`src/design/ste_pkg.sv`:
```
// Shared types, codes and constants for the scanline track shape estimator.
package ste_pkg;

  // Configuration register indexes.
  typedef enum logic [2:0] {
    REG_BLACK_LEVEL         = 3'd0,
    REG_RED_LEVEL           = 3'd1,
    REG_WHITE_LEVEL         = 3'd2,
    REG_STRAIGHT_TOLERANCE  = 3'd3,
    REG_ERROR_LIMIT_PERCENT = 3'd4
  } cfg_reg_t;

  // Frame verdict codes.
  typedef enum logic [2:0] {
    VERDICT_STRAIGHT = 3'd0,
    VERDICT_LEFT     = 3'd1,
    VERDICT_RIGHT    = 3'd2,
    VERDICT_NOT_EST  = 3'd3,
    VERDICT_AT_TOL   = 3'd4
  } verdict_t;

  // Configuration register set.
  typedef struct packed {
    logic [7:0] black_level;
    logic [7:0] red_level;
    logic [7:0] white_level;
    logic [9:0] straight_tolerance;
    logic [6:0] error_limit_percent;
  } cfg_t;

  // Flags carried with each finished line.
  typedef struct packed {
    logic pattern_found;
    logic end_of_frame;
  } line_flags_t;

  localparam int PIXEL_W    = 8;
  localparam int CFG_DATA_W = 10;
  localparam int CENTER_W   = 12;
  localparam int VERDICT_W  = 3;
  localparam int COUNT_W    = 11;
  localparam logic [COUNT_W-1:0] COUNT_MAX = 11'd2047;
  localparam int PROD_W     = 19;
  localparam logic [6:0] PCT_SCALE = 7'd100;
  localparam logic [2:0] MATCH_LAST = 3'd4;

  // Expected run value at each position of the five-run pattern.
  function automatic logic [PIXEL_W-1:0] pattern_level(input cfg_t cfg,
                                                       input logic [2:0] pos);
    logic [PIXEL_W-1:0] lvl;
    unique case (pos)
      3'd1, 3'd3: lvl = cfg.white_level;
      3'd2:       lvl = cfg.red_level;
      default:    lvl = cfg.black_level;
    endcase
    return lvl;
  endfunction

endpackage

```
`src/design/ste_queue.sv`:
```
// Small first-in first-out queue in flip-flops with push/full and pop/empty sides.
module ste_queue #(
  parameter int WIDTH = 8,
  parameter int DEPTH = 2
) (
  input  logic             clk,
  input  logic             rst,
  input  logic             push,
  input  logic [WIDTH-1:0] wdata,
  output logic             full,
  input  logic             pop,
  output logic [WIDTH-1:0] rdata,
  output logic             empty
);

  localparam int PTR_W = (DEPTH > 1) ? $clog2(DEPTH) : 1;
  localparam int CNT_W = $clog2(DEPTH + 1);
  localparam logic [CNT_W-1:0] CNT_FULL = CNT_W'(DEPTH);
  localparam logic [PTR_W-1:0] PTR_LAST = PTR_W'(DEPTH - 1);

  logic [WIDTH-1:0] store [DEPTH];
  logic [PTR_W-1:0] wr_ptr;
  logic [PTR_W-1:0] rd_ptr;
  logic [CNT_W-1:0] count;
  logic             do_push;
  logic             do_pop;

  assign full    = (count == CNT_FULL);
  assign empty   = (count == '0);
  assign do_push = push && !full;
  assign do_pop  = pop && !empty;
  assign rdata   = store[rd_ptr];

  // Pointers and fill count.
  always_ff @(posedge clk) begin
    if (rst) begin
      wr_ptr <= '0;
      rd_ptr <= '0;
      count  <= '0;
    end else begin
      if (do_push) begin
        wr_ptr <= (wr_ptr == PTR_LAST) ? '0 : wr_ptr + 1'b1;
      end
      if (do_pop) begin
        rd_ptr <= (rd_ptr == PTR_LAST) ? '0 : rd_ptr + 1'b1;
      end
      if (do_push && !do_pop) begin
        count <= count + 1'b1;
      end else if (do_pop && !do_push) begin
        count <= count - 1'b1;
      end
    end
  end

  // Entry storage.
  always_ff @(posedge clk) begin
    if (do_push) begin
      store[wr_ptr] <= wdata;
    end
  end

endmodule

```
`src/design/ste_front.sv`:
```
// Per-pixel front end: run collapsing, pattern matching and red segment search.
module ste_front #(
  parameter int LINE_PIXELS = 1024
) (
  input  logic                               clk,
  input  logic                               rst,
  input  ste_pkg::cfg_t                      cfg,
  input  logic                               accept,
  input  logic [ste_pkg::PIXEL_W-1:0]        pixel,
  input  logic                               end_of_line,
  input  logic                               end_of_frame,
  output logic                               rec_push,
  output ste_pkg::line_flags_t               rec_flags,
  output logic signed [$clog2(LINE_PIXELS)+1:0] rec_center
);

  localparam int IDXW = $clog2(LINE_PIXELS);
  localparam int CW   = IDXW + 2;
  localparam logic [IDXW-1:0] IDX_MAX = IDXW'(LINE_PIXELS - 1);

  logic [ste_pkg::PIXEL_W-1:0] prev_pixel;
  logic                        line_started;
  logic [2:0]                  match_pos, match_pos_next;
  logic                        match_hit, match_hit_next;
  logic [IDXW-1:0]             pixel_index, pixel_index_next;
  logic                        start_valid, start_valid_next;
  logic [IDXW-1:0]             red_start, red_start_next;
  logic                        end_valid, end_valid_next;
  logic [IDXW-1:0]             red_end, red_end_next;
  logic                        feed;
  logic                        line_end;
  logic [CW-1:0]               center_sum;

  assign line_end = end_of_line || end_of_frame;

  // Next state for one accepted pixel.
  always_comb begin
    match_pos_next   = match_pos;
    match_hit_next   = match_hit;
    start_valid_next = start_valid;
    red_start_next   = red_start;
    end_valid_next   = end_valid;
    red_end_next     = red_end;
    pixel_index_next = '0;
    feed             = 1'b1;

    if (line_started) begin
      pixel_index_next = (pixel_index == IDX_MAX) ? IDX_MAX : pixel_index + 1'b1;
      // The previous pixel is tested with this pixel as its successor.
      if (!end_valid) begin
        priority if (prev_pixel == cfg.white_level && pixel == cfg.red_level) begin
          start_valid_next = 1'b1;
          red_start_next   = pixel_index_next;
        end else if (prev_pixel == cfg.red_level && pixel == cfg.white_level &&
                     start_valid) begin
          end_valid_next = 1'b1;
          red_end_next   = pixel_index;
        end else if (prev_pixel == cfg.black_level && start_valid) begin
          start_valid_next = 1'b0;
        end
      end
      feed = (pixel != prev_pixel);
    end

    // A new run value advances or restarts the pattern match.
    if (feed && !match_hit) begin
      if (pixel == ste_pkg::pattern_level(cfg, match_pos)) begin
        if (match_pos == ste_pkg::MATCH_LAST) begin
          match_hit_next = 1'b1;
          match_pos_next = '0;
        end else begin
          match_pos_next = match_pos + 1'b1;
        end
      end else begin
        match_pos_next = '0;
      end
    end

    // The last pixel has no successor; only a black pixel clearing a start applies.
    if (line_end && !end_valid_next && pixel == cfg.black_level && start_valid_next) begin
      start_valid_next = 1'b0;
    end
  end

  assign center_sum = {2'b00, red_start_next} + {2'b00, red_end_next};

  assign rec_push                = accept && line_end;
  assign rec_flags.pattern_found = match_hit_next;
  assign rec_flags.end_of_frame  = end_of_frame;
  assign rec_center = (start_valid_next && end_valid_next) ? signed'(center_sum)
                                                           : signed'(~CW'(1));

  // Line state registers.
  always_ff @(posedge clk) begin
    if (rst) begin
      line_started <= 1'b0;
      match_pos    <= '0;
      match_hit    <= 1'b0;
      pixel_index  <= '0;
      start_valid  <= 1'b0;
      end_valid    <= 1'b0;
    end else if (accept) begin
      if (line_end) begin
        line_started <= 1'b0;
        match_pos    <= '0;
        match_hit    <= 1'b0;
        pixel_index  <= '0;
        start_valid  <= 1'b0;
        end_valid    <= 1'b0;
      end else begin
        line_started <= 1'b1;
        match_pos    <= match_pos_next;
        match_hit    <= match_hit_next;
        pixel_index  <= pixel_index_next;
        start_valid  <= start_valid_next;
        end_valid    <= end_valid_next;
      end
    end
  end

  // Payload registers.
  always_ff @(posedge clk) begin
    if (accept) begin
      prev_pixel <= pixel;
      red_start  <= red_start_next;
      red_end    <= red_end_next;
    end
  end

`ifndef NO_ASSERTIONS
  a_idle_line_clear: assert property (@(posedge clk) disable iff (rst)
    !line_started |-> (match_pos == '0 && !match_hit && !start_valid && !end_valid))
    else $error("line state not clear between lines");
  a_end_needs_start: assert property (@(posedge clk) disable iff (rst)
    end_valid |-> start_valid)
    else $error("segment end found without a start");
  a_match_pos_range: assert property (@(posedge clk) disable iff (rst)
    match_hit |-> (match_pos == '0))
    else $error("match position not cleared after a hit");
`endif

endmodule

```
`src/design/ste_back.sv`:
```
// Per-line back end: frame statistics and the frame shape verdict.
module ste_back #(
  parameter int CW = 12
) (
  input  logic                               clk,
  input  logic                               rst,
  input  ste_pkg::cfg_t                      cfg,
  input  logic                               q_empty,
  input  ste_pkg::line_flags_t               q_flags,
  input  logic signed [CW-1:0]               q_center,
  output logic                               q_pop,
  input  logic                               out_full,
  output logic                               out_push,
  output logic                               out_pattern_found,
  output logic signed [ste_pkg::CENTER_W-1:0] out_center_x2,
  output logic                               out_frame_done,
  output ste_pkg::verdict_t                  out_verdict
);

  localparam int DW = (CW + 1 > 12) ? CW + 1 : 12;

  logic [ste_pkg::COUNT_W-1:0] hit_count, hit_count_next;
  logic [ste_pkg::COUNT_W-1:0] miss_count, miss_count_next;
  logic signed [CW-1:0]        first_center, first_center_next;
  logic signed [CW-1:0]        last_center, last_center_next;
  logic [ste_pkg::COUNT_W:0]   total;
  logic [ste_pkg::PROD_W-1:0]  miss_prod;
  logic [ste_pkg::PROD_W-1:0]  limit_prod;
  logic signed [DW-1:0]        delta;

  logic                        s1_valid;
  ste_pkg::line_flags_t        s1_flags;
  logic signed [CW-1:0]        s1_center;
  logic [ste_pkg::PROD_W-1:0]  s1_miss_prod;
  logic [ste_pkg::PROD_W-1:0]  s1_limit_prod;
  logic signed [DW-1:0]        s1_delta;
  logic                        s1_ready;
  logic signed [DW-1:0]        tol2;
  logic signed [DW-1:0]        tol2_neg;

  assign s1_ready = !s1_valid || !out_full;
  assign q_pop    = !q_empty && s1_ready;
  assign out_push = s1_valid && !out_full;

  // Statistics updated by the line being taken.
  always_comb begin
    hit_count_next    = hit_count;
    miss_count_next   = miss_count;
    first_center_next = first_center;
    last_center_next  = last_center;
    if (q_flags.pattern_found) begin
      if (hit_count != ste_pkg::COUNT_MAX) begin
        hit_count_next = hit_count + 1'b1;
        if (hit_count == '0) begin
          first_center_next = q_center;
        end
      end
      last_center_next = q_center;
    end else if (miss_count != ste_pkg::COUNT_MAX) begin
      miss_count_next = miss_count + 1'b1;
    end
  end

  // Miss rate products and midpoint shift, registered before the compare.
  assign total      = {1'b0, hit_count_next} + {1'b0, miss_count_next};
  assign miss_prod  = ste_pkg::PROD_W'(miss_count_next) * ste_pkg::PROD_W'(ste_pkg::PCT_SCALE);
  assign limit_prod = ste_pkg::PROD_W'(cfg.error_limit_percent) * ste_pkg::PROD_W'(total);
  assign delta      = DW'(first_center_next) - DW'(last_center_next);

  always_ff @(posedge clk) begin
    if (rst) begin
      hit_count    <= '0;
      miss_count   <= '0;
      first_center <= '0;
      last_center  <= '0;
      s1_valid     <= 1'b0;
    end else begin
      if (q_pop) begin
        if (q_flags.end_of_frame) begin
          hit_count    <= '0;
          miss_count   <= '0;
          first_center <= '0;
          last_center  <= '0;
        end else begin
          hit_count    <= hit_count_next;
          miss_count   <= miss_count_next;
          first_center <= first_center_next;
          last_center  <= last_center_next;
        end
      end
      if (s1_ready) begin
        s1_valid <= q_pop;
      end
    end
  end

  always_ff @(posedge clk) begin
    if (q_pop) begin
      s1_flags      <= q_flags;
      s1_center     <= q_center;
      s1_miss_prod  <= miss_prod;
      s1_limit_prod <= limit_prod;
      s1_delta      <= delta;
    end
  end

  // Verdict from the registered products and shift.
  assign tol2     = DW'({cfg.straight_tolerance, 1'b0});
  assign tol2_neg = -tol2;

  always_comb begin
    if (!s1_flags.end_of_frame) begin
      out_verdict = ste_pkg::VERDICT_STRAIGHT;
    end else begin
      priority if (s1_miss_prod > s1_limit_prod) begin
        out_verdict = ste_pkg::VERDICT_NOT_EST;
      end else if (s1_delta < tol2 && s1_delta > tol2_neg) begin
        out_verdict = ste_pkg::VERDICT_STRAIGHT;
      end else if (s1_delta < tol2_neg) begin
        out_verdict = ste_pkg::VERDICT_LEFT;
      end else if (s1_delta > tol2) begin
        out_verdict = ste_pkg::VERDICT_RIGHT;
      end else begin
        out_verdict = ste_pkg::VERDICT_AT_TOL;
      end
    end
  end

  assign out_pattern_found = s1_flags.pattern_found;
  assign out_frame_done    = s1_flags.end_of_frame;
  assign out_center_x2     = ste_pkg::CENTER_W'(s1_center);

`ifndef NO_ASSERTIONS
  a_frame_clears: assert property (@(posedge clk) disable iff (rst)
    (q_pop && q_flags.end_of_frame) |=> (hit_count == '0 && miss_count == '0))
    else $error("frame statistics not cleared after frame end");
  a_no_hit_no_center: assert property (@(posedge clk) disable iff (rst)
    (hit_count == '0) |-> (first_center == '0 && last_center == '0))
    else $error("midpoints kept without a hit");
  a_no_push_on_full: assert property (@(posedge clk) disable iff (rst)
    (s1_valid && out_full) |=> s1_valid)
    else $error("stalled line result lost");
`endif

endmodule

```
`src/design/scanline_track_shape_estimator_unit.sv`:
```
// Top level of the scanline track shape estimator: configuration, front, queues, back.
// The unit takes one pixel per clock cycle when full is low; the front end classifies
// each pixel and hands one record per scanline to a four-entry queue. The back end
// registers a record's statistics and products, then makes the verdict compare from
// those registers and places the result in a two-entry result queue. A finished line
// passes through the line queue, the back end stage register and the result queue on
// its way to the result ports. The pixel side stalls while the line queue is full,
// which happens only after the back end stage and the result queue have backed up.
// Configuration writes are always ready and must be made while the unit is idle.
module scanline_track_shape_estimator_unit #(
  parameter int LINE_PIXELS = 1024
) (
  input  logic                                clk,
  input  logic                                rst,
  input  logic                                push,
  output logic                                full,
  input  logic [ste_pkg::PIXEL_W-1:0]         pixel,
  input  logic                                end_of_line,
  input  logic                                end_of_frame,
  output logic                                empty,
  input  logic                                pop,
  output logic                                pattern_found,
  output logic signed [ste_pkg::CENTER_W-1:0] center_x2,
  output logic                                frame_done,
  output logic [ste_pkg::VERDICT_W-1:0]       verdict,
  input  logic                                cfg_valid,
  output logic                                cfg_ready,
  input  logic [2:0]                          cfg_index,
  input  logic [ste_pkg::CFG_DATA_W-1:0]      cfg_data
);

  localparam int CW     = $clog2(LINE_PIXELS) + 2;
  localparam int LINE_W = CW + 2;
  localparam int OUT_W  = ste_pkg::CENTER_W + ste_pkg::VERDICT_W + 2;

  ste_pkg::cfg_t              cfg;
  logic                       accept;
  logic                       rec_push;
  ste_pkg::line_flags_t       rec_flags;
  logic signed [CW-1:0]       rec_center;
  logic                       q_empty;
  logic                       q_pop;
  logic [LINE_W-1:0]          q_rdata;
  ste_pkg::line_flags_t       q_flags;
  logic signed [CW-1:0]       q_center;
  logic                       out_full;
  logic                       out_push;
  logic                       b_found;
  logic signed [ste_pkg::CENTER_W-1:0] b_center;
  logic                       b_frame_done;
  ste_pkg::verdict_t          b_verdict;
  logic [OUT_W-1:0]           out_rdata;

  // Configuration registers.
  assign cfg_ready = 1'b1;

  always_ff @(posedge clk) begin
    if (rst) begin
      cfg.black_level         <= 8'd0;
      cfg.red_level           <= 8'd128;
      cfg.white_level         <= 8'd255;
      cfg.straight_tolerance  <= 10'd30;
      cfg.error_limit_percent <= 7'd30;
    end else if (cfg_valid && cfg_ready) begin
      unique case (cfg_index)
        ste_pkg::REG_BLACK_LEVEL:         cfg.black_level <= cfg_data[7:0];
        ste_pkg::REG_RED_LEVEL:           cfg.red_level <= cfg_data[7:0];
        ste_pkg::REG_WHITE_LEVEL:         cfg.white_level <= cfg_data[7:0];
        ste_pkg::REG_STRAIGHT_TOLERANCE:  cfg.straight_tolerance <= cfg_data[9:0];
        ste_pkg::REG_ERROR_LIMIT_PERCENT: cfg.error_limit_percent <= cfg_data[6:0];
        default: ;
      endcase
    end
  end

  // Pixel side: the line queue decides whether a pixel can be taken.
  assign accept = push && !full;

  ste_front #(
    .LINE_PIXELS (LINE_PIXELS)
  ) u_front (
    .clk          (clk),
    .rst          (rst),
    .cfg          (cfg),
    .accept       (accept),
    .pixel        (pixel),
    .end_of_line  (end_of_line),
    .end_of_frame (end_of_frame),
    .rec_push     (rec_push),
    .rec_flags    (rec_flags),
    .rec_center   (rec_center)
  );

  ste_queue #(
    .WIDTH (LINE_W),
    .DEPTH (4)
  ) u_line_queue (
    .clk   (clk),
    .rst   (rst),
    .push  (rec_push),
    .wdata ({rec_flags, rec_center}),
    .full  (full),
    .pop   (q_pop),
    .rdata (q_rdata),
    .empty (q_empty)
  );

  assign q_flags  = q_rdata[LINE_W-1 -: 2];
  assign q_center = signed'(q_rdata[CW-1:0]);

  ste_back #(
    .CW (CW)
  ) u_back (
    .clk               (clk),
    .rst               (rst),
    .cfg               (cfg),
    .q_empty           (q_empty),
    .q_flags           (q_flags),
    .q_center          (q_center),
    .q_pop             (q_pop),
    .out_full          (out_full),
    .out_push          (out_push),
    .out_pattern_found (b_found),
    .out_center_x2     (b_center),
    .out_frame_done    (b_frame_done),
    .out_verdict       (b_verdict)
  );

  // Result queue.
  ste_queue #(
    .WIDTH (OUT_W),
    .DEPTH (2)
  ) u_out_queue (
    .clk   (clk),
    .rst   (rst),
    .push  (out_push),
    .wdata ({b_found, b_frame_done, b_verdict, b_center}),
    .full  (out_full),
    .pop   (pop),
    .rdata (out_rdata),
    .empty (empty)
  );

  assign pattern_found = out_rdata[OUT_W-1];
  assign frame_done    = out_rdata[OUT_W-2];
  assign verdict       = out_rdata[ste_pkg::CENTER_W +: ste_pkg::VERDICT_W];
  assign center_x2     = signed'(out_rdata[ste_pkg::CENTER_W-1:0]);

endmodule
```
`config.mk`:
```
export PLATFORM = sky130hd
export DESIGN_NAME = scanline_track_shape_estimator_unit
export DESIGN_NICKNAME = d
export VERILOG_FILES = /design/src/design/ste_pkg.sv /design/src/design/ste_queue.sv /design/src/design/ste_front.sv /design/src/design/ste_back.sv /design/src/design/scanline_track_shape_estimator_unit.sv
export SDC_FILE = /design/constraint.sdc
export NUM_CORES = 1
export LEC_CHECK = 0
export ABC_AREA = 0
export BUFFER_PORTS_ARGS = -buffer_cell sky130_fd_sc_hd__buf_2
export CAP_MARGIN = 30
export CORE_ASPECT_RATIO = 1.75
export CORE_MARGIN = 10
export CORE_UTILIZATION = 57
export CTS_CLUSTER_DIAMETER = 200
export CTS_CLUSTER_SIZE = 12
export DETAILED_ROUTE_END_ITERATION = 16
export GPL_ROUTABILITY_DRIVEN = 1
export GPL_TIMING_DRIVEN = 0
export PLACE_DENSITY = 0.74
export SLEW_MARGIN = 20
export SYNTH_ARGS = -nofsm -noshare
export SYNTH_HDL_FRONTEND = slang
export SYNTH_HIERARCHICAL = 1
export SYNTH_SLANG_ARGS = --single-unit
```
`constraint.sdc`:
```
create_clock -name clk -period 22.2 [get_ports clk]
set_input_delay 4.44 -clock clk [delete_from_list [all_inputs] [get_ports clk]]
set_output_delay 4.44 -clock clk [all_outputs]
set_load 0.05 [all_outputs]
```
; Word-level counts from Yosys, hierarchy flattened
; Memories as Yosys holds them, arrays and structs flattened. A register that Yosys moved wholly into a read port is not among the register bits.
; Cells that the tools add are included.
; W data, S select, Z words.
[word_totals]
register_bits = 206
ram_bits = 90
input_bits = 28
out_inout_bits = 20
elab_cells = 196
memories = 2
[memory_table]
columns = name, words, word_bits, rd, rd_ports_with_merged_regs, wr, line_no
row1 = u_line_queue.store, 4, 14, 1, 1, 1, ste_queue.sv:21  ; logic [WIDTH-1:0] store [DEPTH];
row2 = u_out_queue.store, 2, 17, 1, 1, 1, ste_queue.sv:21
[op_classes]
add_sub_neg = 16
n_mul = 2
magnitude_cmp = 5
n_eq_ne = 23
mux = 68
reduce_logical = 49
[op_table]
columns = cell, count
row1 = $mux W10, 10
row2 = $mux W12, 7
row3 = $mux W11, 6
row4 = $eq A8 B8 Y1, 7
row5 = $mux W3, 11
row6 = $mux W1, 26
row7 = $add A11 B1 Y11 const B, 2
row8 = $logic_and A1 B1 Y1, 22
row9 = $ne A11 B11 Y1 const B, 2
row10 = $gt A18 B19 Y1, 1
row11 = $mul A7 B12 Y19, 1
row12 = $mul A11 B5 Y16 const B, 1
row13 = $pmux W8 S2, 1
row14 = $gt A13 B12 Y1, 1
row15 = $gt A13 B13 Y1, 1
row16 = $lt A13 B12 Y1, 1
row17 = $lt A13 B13 Y1, 1
row18 = $neg A11 Y13, 1
row19 = $sub A12 B12 Y13, 1
row20 = $add A11 B11 Y12, 1
row21 = $eq A3 B2 Y1 const B, 4
row22 = $mux W2, 6
row23 = $reduce_and A2 Y1, 6
row24 = $add A10 B10 Y11, 1
row25 = 19 further kinds, 42

; Depth between registers and ports, before layout
; Gate-level depths: netlist (run 1).
[depth]
word_depth = 14
mapped_depth = 32
mapped_depth_nobuf = 30

; Modules after synthesis
; The synthesis (run 1) kept the hierarchy.
[by_module_without_submodules]
columns = mod, n_inst, cells_each, area_per_inst_um2
row1 = ste_back, 1, 1053, 10114.7
row2 = ste_front, 1, 379, 3479.6
row3 = ste_queue (u_line_queue), 1, 123, 2521.2
row4 = scanline_track_shape_estimator_unit, 1, 163, 1689.1
row5 = ste_queue (u_out_queue), 1, 78, 1442.6

; Least setup slack after synthesis (run 1)
; OpenSTA, ideal clock, no wires.
[synth_timing]
path_kind = input to register
from = input port push
to = register u_line_queue.count[2]
arrival_time_ps = 8108
required_time_ps = 22130
setup_slack_ps = 14022
stages = 12
path_buffers = 1
cell_sequence = nor2b_1 -> inv_1 -> buf_4 -> nor2_1 -> bufinv_8 -> nor2_2 -> ha_1 -> inv_1 -> fa_1 -> xor2_1 -> or3_1 -> a21oi_1
[synth_via]
elab_chain_len = 6
[synth_lines]
columns = item, line_no
row1 = start: declaration, scanline_track_shape_estimator_unit.sv:15  ; input logic push,
row2 = $logic_and A1 B1 Y1 *, scanline_track_shape_estimator_unit.sv:77  ; assign accept = push && !full;
row3 = $logic_and A1 B1 Y1 *, ste_front.sv:87  ; assign rec_push = accept && line_end;
row4 = named net rec_push, scanline_track_shape_estimator_unit.sv:38  ; logic rec_push;
row5 = $logic_and A1 B1 Y1 *, ste_queue.sv:30  ; assign do_push = push && !full;
row6 = named net u_line_queue.do_push, ste_queue.sv:25  ; logic do_push;
row7 = $logic_not A1 Y1, ste_queue.sv:49  ; end else if (do_pop && !do_push) begin
row8 = $logic_and A1 B1 Y1, ste_queue.sv:49
row9 = $reduce_bool A2 Y1 (no source line), --
row10 = end signal: assignment, ste_queue.sv:48  ; count <= count + 1'b1;
row11 = end signal: assignment, ste_queue.sv:50  ; count <= count - 1'b1;
row12 = end: declaration, ste_queue.sv:24  ; logic [CNT_W-1:0] count;
; The timed path passes the listed nets; every way through them passes the cells marked *.
; A chain may end at the register's enable or synchronous reset.

==> results.md, run 1 <==
- M3 GR Usage: 0.0189
- Largest net degree at the start of global routing: 57
- Via/cell ratio: 5.77
- Reg-to-reg endpoint: u_back/s1_limit_prod[18]
- CTS Sinks: 299
- Synth cell types: 94
- Number of synthesized flops with an enable pin: 180
- Met2 usage: 0.419
- Die area: 41,800 sq um
- Period Utilization, post-route: 0.389
- Drt total wl: 43,500 um
- Wire per inst: 18.5 um
- Leakage: 0.00858 uW
- Vias in the first global route: 14,225
- Final Slew Violations: 0
- Dpl hpwl: 34,000 um
- Highest Clock Rate: 116 MHz
- Routability cong.: 0.927
- Hold buffers post-CTS: 0
- Mapped Cells: 1,796
- H-tree levels: 1
- Final setup viols: 0
- Critical Path End Type: flip-flop
- Register area share after synthesis: 0.405
- Cell row count: 89
- Synth area leader: edfxtp_1
- Setup bufs post-CTS: 0
- Hold Crit Class: flip-flop to flip-flop
- Relative slew slack: 0.374
- Clock latency on the worst-skew pair: 0.56 ns
- Ports: 48
- Die Width: 159 um
- Starting density of the core: 0.574
- Top cells by area, synth: edfxtp_1 28%, dfxtp_1 12%, ha_1 11%
- Clock Path Buffers: 3
- Initial antenna violation count: 0
- Total GRT Usage: 0.204
- Share of the synthesized area in the top cell type: 0.281
- Final layout net count: 2,124
- CP arrival: 8.91 ns
- Async SR Flop Fraction: 0
- Power density cells: 108 nW/um^2
- Layout cell share with drive strength beyond 1: 0.117
- PortBufs: 46
- Clock Skews: 0.0116 ns
- Slew @ Worst Pin: 0.939 ns
- Met1 usage: 0.197
- R2R Setup Slk: 13.57 ns
- Post-cts sizing count: 0
- Max_cap viols: 0
- Total global routing overflow: 0
- TritonRoute pass-1 iters: 5
- Fin crit period: 8.63 ns
- Area grow syn2layout: 8.65%
- Final ANT Viol Nets: 0
- Post-Place Setup Slack: 13.35 ns
- Hold Fails Final Rpt: 0
- Startpoint Class: flip-flop
- WS Path Type: flip-flop to flip-flop
- GR peak layer: met2
- Average size of a mapped cell: 10.7 sq um
- Hold Crit Start: u_back/out_center_x2[10]
- Core Area: 33,500 sq um
- CTS clk-pin slew, worst paths: 0.06 ns
- Total number of vias: 13,571
- IR drop worst, VDD: 105 uV
- Status: finished, final reports clean
- Clk root buf: clkbuf_16
- DRC: 0
- Critical path data required time: 22.49 ns
- Reg2reg path depth: 27
- Worst Hold Endpoint: u_out_queue/store[1][10]
- Main synth FF type: edfxtp_1
- Global-route wire length before repair: 70,800 um
- RSZ-0062 raised after global routing: false
- Yosys reg bits: 299
- Inserted Diodes: 0
- CTS tree: yes
- Fin Setup TNS: 0 ns
- Hold Crit Depth: 0
- Num CTS Buffers: 28
- PnR Total Power: 2260 uW
- Die height: 263 um
- Syn Std Cell Area: 19,200 sq um
- Syn Nets: 2,046
- Yosys warning total: 6
- Worst-path maximum fanout: 8
- Final setup margin: 13.57 ns
- Initial DRC Count: 679
Yosys cell counts, drive strengths merged, types with 13 or more instances:
master	number
xor2	62
and2	63
ha	163
mux2i	59
edfxtp	180
a31oi	13
clkbuf	41
o21ai	53
xnor2	59
nor2	145
nand4	17
mux4	14
fa	59
a22oi	40
dfxtp	119
nor3	37
a21oi	86
o21a	15
nor2b	27
and3	20
a21o	23
mux2	48
nand2	82
inv	141
nor4	13
buf	25
nand2b	47
nand3	32
report_power, final:
part	total, uW	internal [uW]	switching (uW)
logic	1010	394	614
registers	808	753	55.2
clock network	439	237	202
total	2260	1380	871
logic make-up (layout without fill, tap and decap cells):
group,after synthesis,in the layout,share of synthesized area
compound gates,293,293,0.104
xor+xnor,121,121,0.0551
fa+ha+maj,222,222,0.167
buf+inv,209,308,0.0473
flops,299,299,0.405
mux,121,121,0.0759
other cells,1,1,0.000195
simple gates,530,530,0.146
sequential cells by signal, indices dropped and copies added, names as in the netlist, 3 cells and up, named ones only:
name / count
cfg: 41
u_back/first_center: 12
u_back/hit_count: 11
u_back/last_center: 12
u_back/miss_count: 11
u_back/out_center_x2: 12
u_back/s1_delta: 13
u_back/s1_limit_prod: 19
u_back/s1_miss_prod: 16
u_front/match_pos: 3
u_front/pixel_index: 10
u_front/prev_pixel: 8
u_front/red_end: 10
u_front/red_start: 10
u_line_queue/count: 3
u_line_queue/store: 56
u_out_queue/store: 34
critical path, stage by stage, from the launching register on:
cell and delay [ns]:
dfxtp_1 0.30, buf_2 0.20, mux4_2 0.58, clkbuf_1 0.27, a41oi_2 0.36, and2_1 0.29
xor2_1 0.53, ha_1 0.38, a21o_1 0.20, a21oi_1 0.22, a2bb2oi_1 0.28, nor2b_1 0.19
xnor2_1 0.35, and2_1 0.24, fa_1 0.42, inv_1 0.08, fa_1 0.44, fa_1 0.55
inv_1 0.05, fa_1 0.47, ha_1 0.36, and3_1 0.20, a221oi_1 0.53, o22ai_1 0.26
nand4_1 0.17, nand4b_1 0.11, a21oi_1 0.18, xnor2_1 0.12
per-layer routing:
metal | vias to the layer above | share of wire | routed length, um
li1 | 6544 | - | -
met3 | 105 | 0.026 | 1110
met4 | 0 | 0.042 | 1830
met2 | 268 | 0.58 | 25100
met5 | - | 0 | 0
met1 | 6654 | 0.36 | 15400
layout make-up:
cell class,instances,area (sq um)
Fill cell,2759,12600
Multi-Input combinational cell,1288,10600
Sequential cell,299,7790
Clock buffer,50,783
Tap cell,455,569
Inverter,143,556
Buffer,66,359
Timing Repair Buffer,48,285
Clock inverter,1,16.3
layout by cell type (no fill, tap or decap), types with 7 or more instances in the layout:
cell and n:
edfxtp_1 180, ha_1 163, inv_1 141, nor2_1 134
dfxtp_1 119, a21oi_1 86, nand2_1 82, clkbuf_1 62
xor2_1 62, and2_1 61, mux2i_1 59, xnor2_1 59
fa_1 59, buf_2 54, o21ai_0 50, nand2b_1 47
mux2_2 44, nor3_1 37, nand3_1 32, a22oi_1 30
clkbuf_16 28, nor2b_1 25, a21o_1 23, nand4_1 17
and3_1 16, o21a_1 15, mux4_2 14, nor4_1 13
a31oi_1 13, nor2_2 11, or3_1 10, a22oi_2 10
buf_6 8, buf_4 7
how the worst max path moves through the flow:
| stage | end | slack, ns | depth (start not counted) |
|---|---|---|---|
| 2_1_floorplan | u_line_queue/count[2] | 14.02 | 12 |
| 3_3_place_gp | u_line_queue/count[2] | 12.95 | 13 |
| 3_5_place_dp | u_line_queue/store[0][10] | 13.35 | 16 |
| 4_1_cts | u_back/s1_limit_prod[18] | 13.56 | 29 |
| 5_1_grt | u_back/s1_limit_prod[18] | 13.05 | 29 |
| 6_report | u_back/s1_limit_prod[18] | 13.57 | 27 |
per-stage QoR:
stage | instances | hold slack (ns) | area [sq um] | utilization
6_report | 2350 | 0.447 | 20900 | 0.624
5_1_grt | 2350 | 0.459 | 20900 | 0.624
4_1_cts | 2350 | 0.446 | 20900 | 0.624
3_3_place_gp | 2297 | 0.425 | 20000 | 0.598
2_1_floorplan | 1796 | 0.421 | 19200 | -
3_5_place_dp | 2299 | 0.432 | 20100 | 0.600
Power figures use the tool's default switching activity.
==> inputs of run 2 (changes only) <==
--- a/config.mk
+++ b/config.mk
@@ -5,7 +5,7 @@
 export SDC_FILE = /design/constraint.sdc
 export NUM_CORES = 1
 export LEC_CHECK = 0
-export ABC_AREA = 0
+export ABC_AREA = 1
 export BUFFER_PORTS_ARGS = -buffer_cell sky130_fd_sc_hd__buf_2
 export CAP_MARGIN = 30
 export CORE_ASPECT_RATIO = 1.75
@@ -16,7 +16,7 @@
 export DETAILED_ROUTE_END_ITERATION = 16
 export GPL_ROUTABILITY_DRIVEN = 1
 export GPL_TIMING_DRIVEN = 0
-export PLACE_DENSITY = 0.74
+export PLACE_DENSITY = 0.77
 export SLEW_MARGIN = 20
 export SYNTH_ARGS = -nofsm -noshare
 export SYNTH_HDL_FRONTEND = slang
==> constraint.sdc (replaced) <==
create_clock -name clk -period 7.69 [get_ports clk]
set_input_delay 1.538 -clock clk [delete_from_list [all_inputs] [get_ports clk]]
set_output_delay 1.538 -clock clk [all_outputs]
set_load 0.05 [all_outputs]
==> run 2 against run 1 <==
Compared with the run above: die area up 3.3%; final cell count is 25% higher; critical path depth is 1 higher; clock skew increased by 0.012 ns.
==> results.md, run 2 <==
- Status: finished, final reports clean
- CTS tree: yes
- Inserted Diodes: 0 (unchanged)
- Cell row count: 90 (+1.1%)
- Synth area leader: edfxtp_1
- Critical-path top delay cell: fa_1
- Average size of a mapped cell: 8.36 sq um (-22%)
- Clock Path Buffers: 3 (unchanged)
- Register area: 7790 sq um (unchanged)
- Hold buffers post-CTS: 0 (unchanged)
- Slew @ Worst Pin: 0.880 ns (-0.0589 ns)
- Synth cell types: 61 (-35%)
- Critical path data required time: 8.00 ns (-14.49 ns)
- Routability cong.: 0.952 (+2.6%)
- Count leader, synth: nand2_1
- Post-Place Setup Slack: -0.0366 ns (-13.39 ns)
- Starting density of the core: 0.577 (+0.00319)
- Final setup margin: 0.372 ns (-13.20 ns)
- Startpoint Class: flip-flop
- Final Slew Violations: 0 (unchanged)
- Final layout net count: 2,718 (+28%)
- Register area share after synthesis: 0.390 (-0.0145)
- Drt total wl: 49,500 um (+14%)
- Global-route wire length before repair: 80,000 um (+13%)
- Yosys reg bits: 299 (unchanged)
- Total global routing overflow: 0 (unchanged)
- Clock latency on the worst-skew pair: 0.59 ns (+0.03 ns)
- Max_cap viols: 0 (unchanged)
- Layout cell share with drive strength beyond 1: 0.0908 (-0.0264)
- Mapped Cells: 2,387 (+33%)
- Syn Std Cell Area: 20,000 sq um (+3.7%)
- Max reg flops: 56 (unchanged)
- R2R Setup Slk: 0.37 ns (-13.20 ns)
- Yosys warning total: 6 (unchanged)
- Num CTS Buffers: 28 (unchanged)
- PortBufs: 46 (unchanged)
- Dpl hpwl: 38,600 um (+14%)
- CP arrival: 7.63 ns (-1.28 ns)
- Vias in the first global route: 16,749 (+18%)
- Top Registers: u_line_queue/store x56, cfg x41, u_out_queue/store x34
- TritonRoute pass-1 iters: 6 (+1)
- Highest Clock Rate: 137 MHz (+18%)
- Final setup viols: 0 (unchanged)
- WS Path Type: flip-flop to flip-flop
- Total number of vias: 16,290 (+20%)
- Commonest cells after routing, fill and taps aside: 503 x nand2_1, 335 x inv_1, 275 x nor2_1
- Fillers: 2,949 (+6.9%)
- Clock Skews: 0.0237 ns (+0.0121 ns)
- Period Utilization, post-route: 0.952 (+0.563)
- Worst-path maximum fanout: 10 (+2)
- Area of the multi-input gates: 10,600 sq um (+0.72%)
- Ports: 48 (unchanged)
- Number of synthesized flops with an enable pin: 180 (unchanged)
- Top cells by area, synth: edfxtp_1 27%, dfxtp_1 12%, ha_1 10%
- Hold Fails Final Rpt: 0 (unchanged)
- Critical Path End Type: flip-flop
- Fin crit period: 7.32 ns (-1.31 ns)
- Final ANT Viol Nets: 0 (unchanged)
- Main synth FF type: edfxtp_1
- Slowest stage delay, CP: 0.57 ns (about the same)
- Relative slew slack: 0.413 (+0.0387)
- Die Width: 161 um (+1.6%)
- Core Area: 34,600 sq um (+3.1%)
- Die area: 43,200 sq um (+3.3%)
- Clk root buf: clkbuf_16
- Commonest cells in the synthesized netlist: 503 x nand2_1, 335 x inv_1, 282 x nor2_1, 180 x edfxtp_1, 163 x ha_1
- Via/cell ratio: 5.52 (-4.3%)
- Initial DRC Count: 999 (+47%)
- Wire per inst: 16.8 um (-9.3%)
- Largest net degree at the start of global routing: 32 (-44%)
- Biggest register: u_line_queue/store
- CTS clk-pin slew, worst paths: 0.06 ns (about the same)
- Total GRT Usage: 0.227 (+0.0226)
- Initial antenna violation count: 0 (unchanged)
- H-tree levels: 1 (unchanged)
- DRC: 0 (unchanged)
- Share of the synthesized area in the top cell type: 0.271 (-0.0101)
- Hold Crit Class: flip-flop to flip-flop
- Most common cell after layout, fill and taps aside: nand2_1
- CTS Sinks: 299 (unchanged)
- Die height: 268 um (+1.7%)
- Async SR Flop Fraction: 0 (unchanged)
- Area grow syn2layout: 8.94%
- Syn Nets: 2,637 (+29%)
==> run 2: cell type report <==
type	instances	share of cell area
Clock inverter	1	0.00138
Inverter	355	0.0613
Tap cell	460	0.0265
Timing Repair Buffer	51	0.0144
Buffer	46	0.0134
Clock buffer	50	0.0360
Sequential cell	299	0.358
Multi-Input combinational cell	1687	0.489
==> run 2: cell families (layout without fill, tap and decap cells) <==
logic type,after synthesis,after routing,share of synthesized area
fa+ha+maj,222,222,0.161
other cells,1,1,0.000188
simple gates,1046,1046,0.224
compound gates,308,308,0.0908
buf+inv,401,503,0.0812
mux,19,19,0.0125
xor+xnor,91,91,0.0399
flops,299,299,0.390
==> run 2: repair_timing <==
action | 4_1_cts | 5_1_grt
buffers inserted | 0 | 2
gates resized for setup | 3 | 10
endpoints found under the setup margin | 1 | 10
cloned | 0 | 0
pin swaps | 0 | 1
==> run 2: routing by layer <==
layer	GRT usage	up-vias	part of all wire
met5	0	-	0
met1	0.210	7697	0.34
met4	0.170	0	0.075
met2	0.442	441	0.55
met3	0.0238	198	0.032
li1	-	7954	-
==> run 2: metrics by stage <==
stage	TNS (ns)	std cells	hold slack [ns]	utilization	cell area [sq um]
after floorplan	0	2387	0.421	-	20000
after global placement	0	2893	0.424	0.601	20800
after detailed placement	-0.0366	2896	0.435	0.603	20900
after CTS	0	2947	0.450	0.628	21700
after global routing	-0.0163	2949	0.450	0.629	21700
final	0	2949	0.445	0.629	21700
==> run 2: worst max-delay path: cells and delay by family, from the launching register on <==
family          cells  cell delay, ns
xor+xnor            2            0.88
compound gates      5            1.25
flops               1            0.32
buf+inv             5            0.51
fa+ha+maj           7            3.20
simple gates        9            0.87
==> run 2: final timing paths <==
kind / startpoint / endpoint / cells past startpoint
setup reg to reg: flip-flop / u_back/s1_limit_prod[18] / 28
setup / recovery: flip-flop / u_back/s1_limit_prod[18] / 28
hold / removal: u_back/out_center_x2[7] / u_out_queue/store[1][7] / 0
hold reg to reg: u_back/out_center_x2[7] / u_out_queue/store[1][7] / 0
Power of run 2 is not shown: default switching activity piles up to over one toggle a cycle in this logic, so the estimate is an artifact.
==> inputs of run 3 (changes only) <==
--- a/config.mk
+++ b/config.mk
@@ -8,15 +8,17 @@
 export ABC_AREA = 1
 export BUFFER_PORTS_ARGS = -buffer_cell sky130_fd_sc_hd__buf_2
 export CAP_MARGIN = 30
+export CELL_PAD_IN_SITES_DETAIL_PLACEMENT = 1
+export CELL_PAD_IN_SITES_GLOBAL_PLACEMENT = 1
 export CORE_ASPECT_RATIO = 1.75
 export CORE_MARGIN = 10
-export CORE_UTILIZATION = 57
+export CORE_UTILIZATION = 44
 export CTS_CLUSTER_DIAMETER = 200
 export CTS_CLUSTER_SIZE = 12
 export DETAILED_ROUTE_END_ITERATION = 16
 export GPL_ROUTABILITY_DRIVEN = 1
 export GPL_TIMING_DRIVEN = 0
-export PLACE_DENSITY = 0.77
+export PLACE_DENSITY_LB_ADDON = 0.1
 export SLEW_MARGIN = 20
 export SYNTH_ARGS = -nofsm -noshare
 export SYNTH_HDL_FRONTEND = slang
==> run 3 against run 2 <==
Compared with the run above: sequential cell count did not move; die area rose by 26%; worst hold slack got worse by 0.0051 ns; maximum frequency fell by 1.2%; sequential share of layout area fell by 0.36 points; global-route usage fell by 2.0 points; first-iteration DRC count fell by 51%; wire length rose by 16%; non-clock buffer count rose by 1; cell area rose by 1.0%; count of clock-buffer cells in the layout did not move; clock skew fell by 0.0020 ns; critical path type unchanged; critical endpoint is now u_back/s1_limit_prod[12].
==> results.md, run 3 (synthesis results as in run 2) <==
- Fin crit period: 7.40 ns (+0.0854 ns)
- Biggest register: u_line_queue/store
- Cell mode on critical path: fa_1
- Die height: 302 um (+13%)
- Commonest cells after routing, fill and taps aside: 501 x nand2_1, 334 x inv_1, 274 x nor2_1
- Highest Clock Rate: 135 MHz (-1.2%)
- Ports: 48 (unchanged)
- Layout cell share with drive strength beyond 1: 0.0952 (+0.00438)
- Startpoint Class: flip-flop
- Relative slew slack: 0.386 (-0.0265)
- CTS tree: yes
- Hold Fails Final Rpt: 0 (unchanged)
- Max reg flops: 56 (unchanged)
- Total number of vias: 16,250 (-0.25%)
- Drt total wl: 57,600 um (+16%)
- Status: finished, final reports clean
- Final core occ: 0.488 (-0.141)
- Top Registers: u_line_queue/store x56, cfg x41, u_out_queue/store x34
- Critical path data required time: 8.05 ns (+0.05 ns)
- Routability cong.: 0.882 (-7.4%)
- WS Path Type: flip-flop to flip-flop
- Core Area: 45,000 sq um (+30%)
- Critical-path top delay cell: fa_1
- Placed Area: 21,000 sq um (+0.67%)
- Inserted Diodes: 0 (unchanged)
- TritonRoute pass-1 iters: 5 (-1)
- Largest net degree at the start of global routing: 30 (-6.3%)
- Die area: 54,600 sq um (+26%)
- Dpl hpwl: 46,600 um (+21%)
- Via/cell ratio: 5.30 (-4.1%)
- Clock Path Buffers: 3 (unchanged)
- Slowest stage delay, CP: 0.56 ns (about the same)
- Initial antenna violation count: 0 (unchanged)
- CTS Sinks: 299 (unchanged)
- Total GRT Usage: 0.207 (-0.0201)
- Area grow syn2layout: 10.1%
- Total global routing overflow: 0 (unchanged)
- Worst-path maximum fanout: 10 (unchanged)
- Period Utilization, post-route: 0.963 (+0.0111)
- Die Width: 181 um (+12%)
- Hold Crit Class: flip-flop to flip-flop
- CP arrival: 7.77 ns (+0.14 ns)
- Starting density of the core: 0.444 (-0.134)
- Most common cell after layout, fill and taps aside: nand2_1
- Hold Crit Start: u_back/out_center_x2[2]
- Final ANT Viol Nets: 0 (unchanged)
- Final setup viols: 0 (unchanged)
- CTS clk-pin slew, worst paths: 0.06 ns (about the same)
- Final Slew Violations: 0 (unchanged)
- Slew @ Worst Pin: 0.920 ns (+0.0397 ns)
- DRC: 0 (unchanged)
- Critical Path End Type: flip-flop
- Final layout net count: 2,719 (+0.037%)
- H-tree levels: 1 (unchanged)
- Max_cap viols: 0 (unchanged)
- Clk root buf: clkbuf_16
- Num CTS Buffers: 28 (unchanged)
- PortBufs: 46 (unchanged)
- Final Cell Area: 22,000 sq um (+1.0%)
- Vias in the first global route: 17,791 (+6.2%)
- Clock Skews: 0.0218 ns (-0.00195 ns)
- Hold buffers post-CTS: 0 (unchanged)
- Global-route wire length before repair: 91,200 um (+14%)
- Wire per inst: 18.8 um (+12%)
- Initial DRC Count: 494 (-51%)
- Cell row count: 103 (+14%)
- Clock latency on the worst-skew pair: 0.59 ns (about the same)
-- run 3: metal layers --
metal | global-route usage | vias up | part of all wire
li1 | - | 7953 | -
met1 | 0.182 | 7990 | 0.33
met2 | 0.448 | 189 | 0.60
met3 | 0.0156 | 118 | 0.017
met4 | 0.0966 | 0 | 0.050
met5 | 0 | - | 0
-- run 3: per-stage QoR --
step	setup slack (ns)	TNS (ns)	hold WS, ns	std cells
after global placement	-0.338	-1.00	0.427	3010
after floorplan	1.39	0	0.421	2387
after CTS	0.0400	0	0.447	3064
after global routing	-0.0603	-0.0925	0.453	3067
after detailed placement	-0.398	-1.24	0.436	3013
final	0.287	0	0.440	3067
-- run 3: path summary, 6_finish.rpt --
kind | endpoint | slack (ns) | depth (start not counted)
hold / removal | u_out_queue/store[0][2] | 0.44 | 0
setup reg to reg | u_back/s1_limit_prod[12] | 0.29 | 25
setup / recovery | u_back/s1_limit_prod[12] | 0.29 | 25
hold reg to reg | u_out_queue/store[0][2] | 0.44 | 0
-- run 3: layout make-up --
| class | instances | area (sq um) |
|---|---|---|
| Tap cell | 577 | 722 |
| Clock buffer | 50 | 783 |
| Fill cell | 5489 | 23000 |
| Multi-Input combinational cell | 1687 | 10700 |
| Inverter | 355 | 1330 |
| Timing Repair Buffer | 52 | 325 |
| Clock inverter | 1 | 30.0 |
| Buffer | 46 | 292 |
| Sequential cell | 299 | 7790 |
-- run 3: timing repair --
action / CTS / global route
setup buffers: 0 / 3
gates cloned: 0 / 0
endpoints found under the setup margin: 8 / 10
gates resized for setup: 5 / 20
pin swaps: 0 / 4
-- run 3: worst max-delay path: cells and delay by family, from the launching register on --
kind	cells	cell delay, ns
flip-flops	1	0.36
adder cells (fa/ha/maj)	7	3.22
buffers and inverters	6	0.67
AO/OA/AOI/OAI	7	1.61
AND/OR/NAND/NOR	2	0.24
XOR/XNOR	3	1.08
Power of run 3 is left out for the same reason.
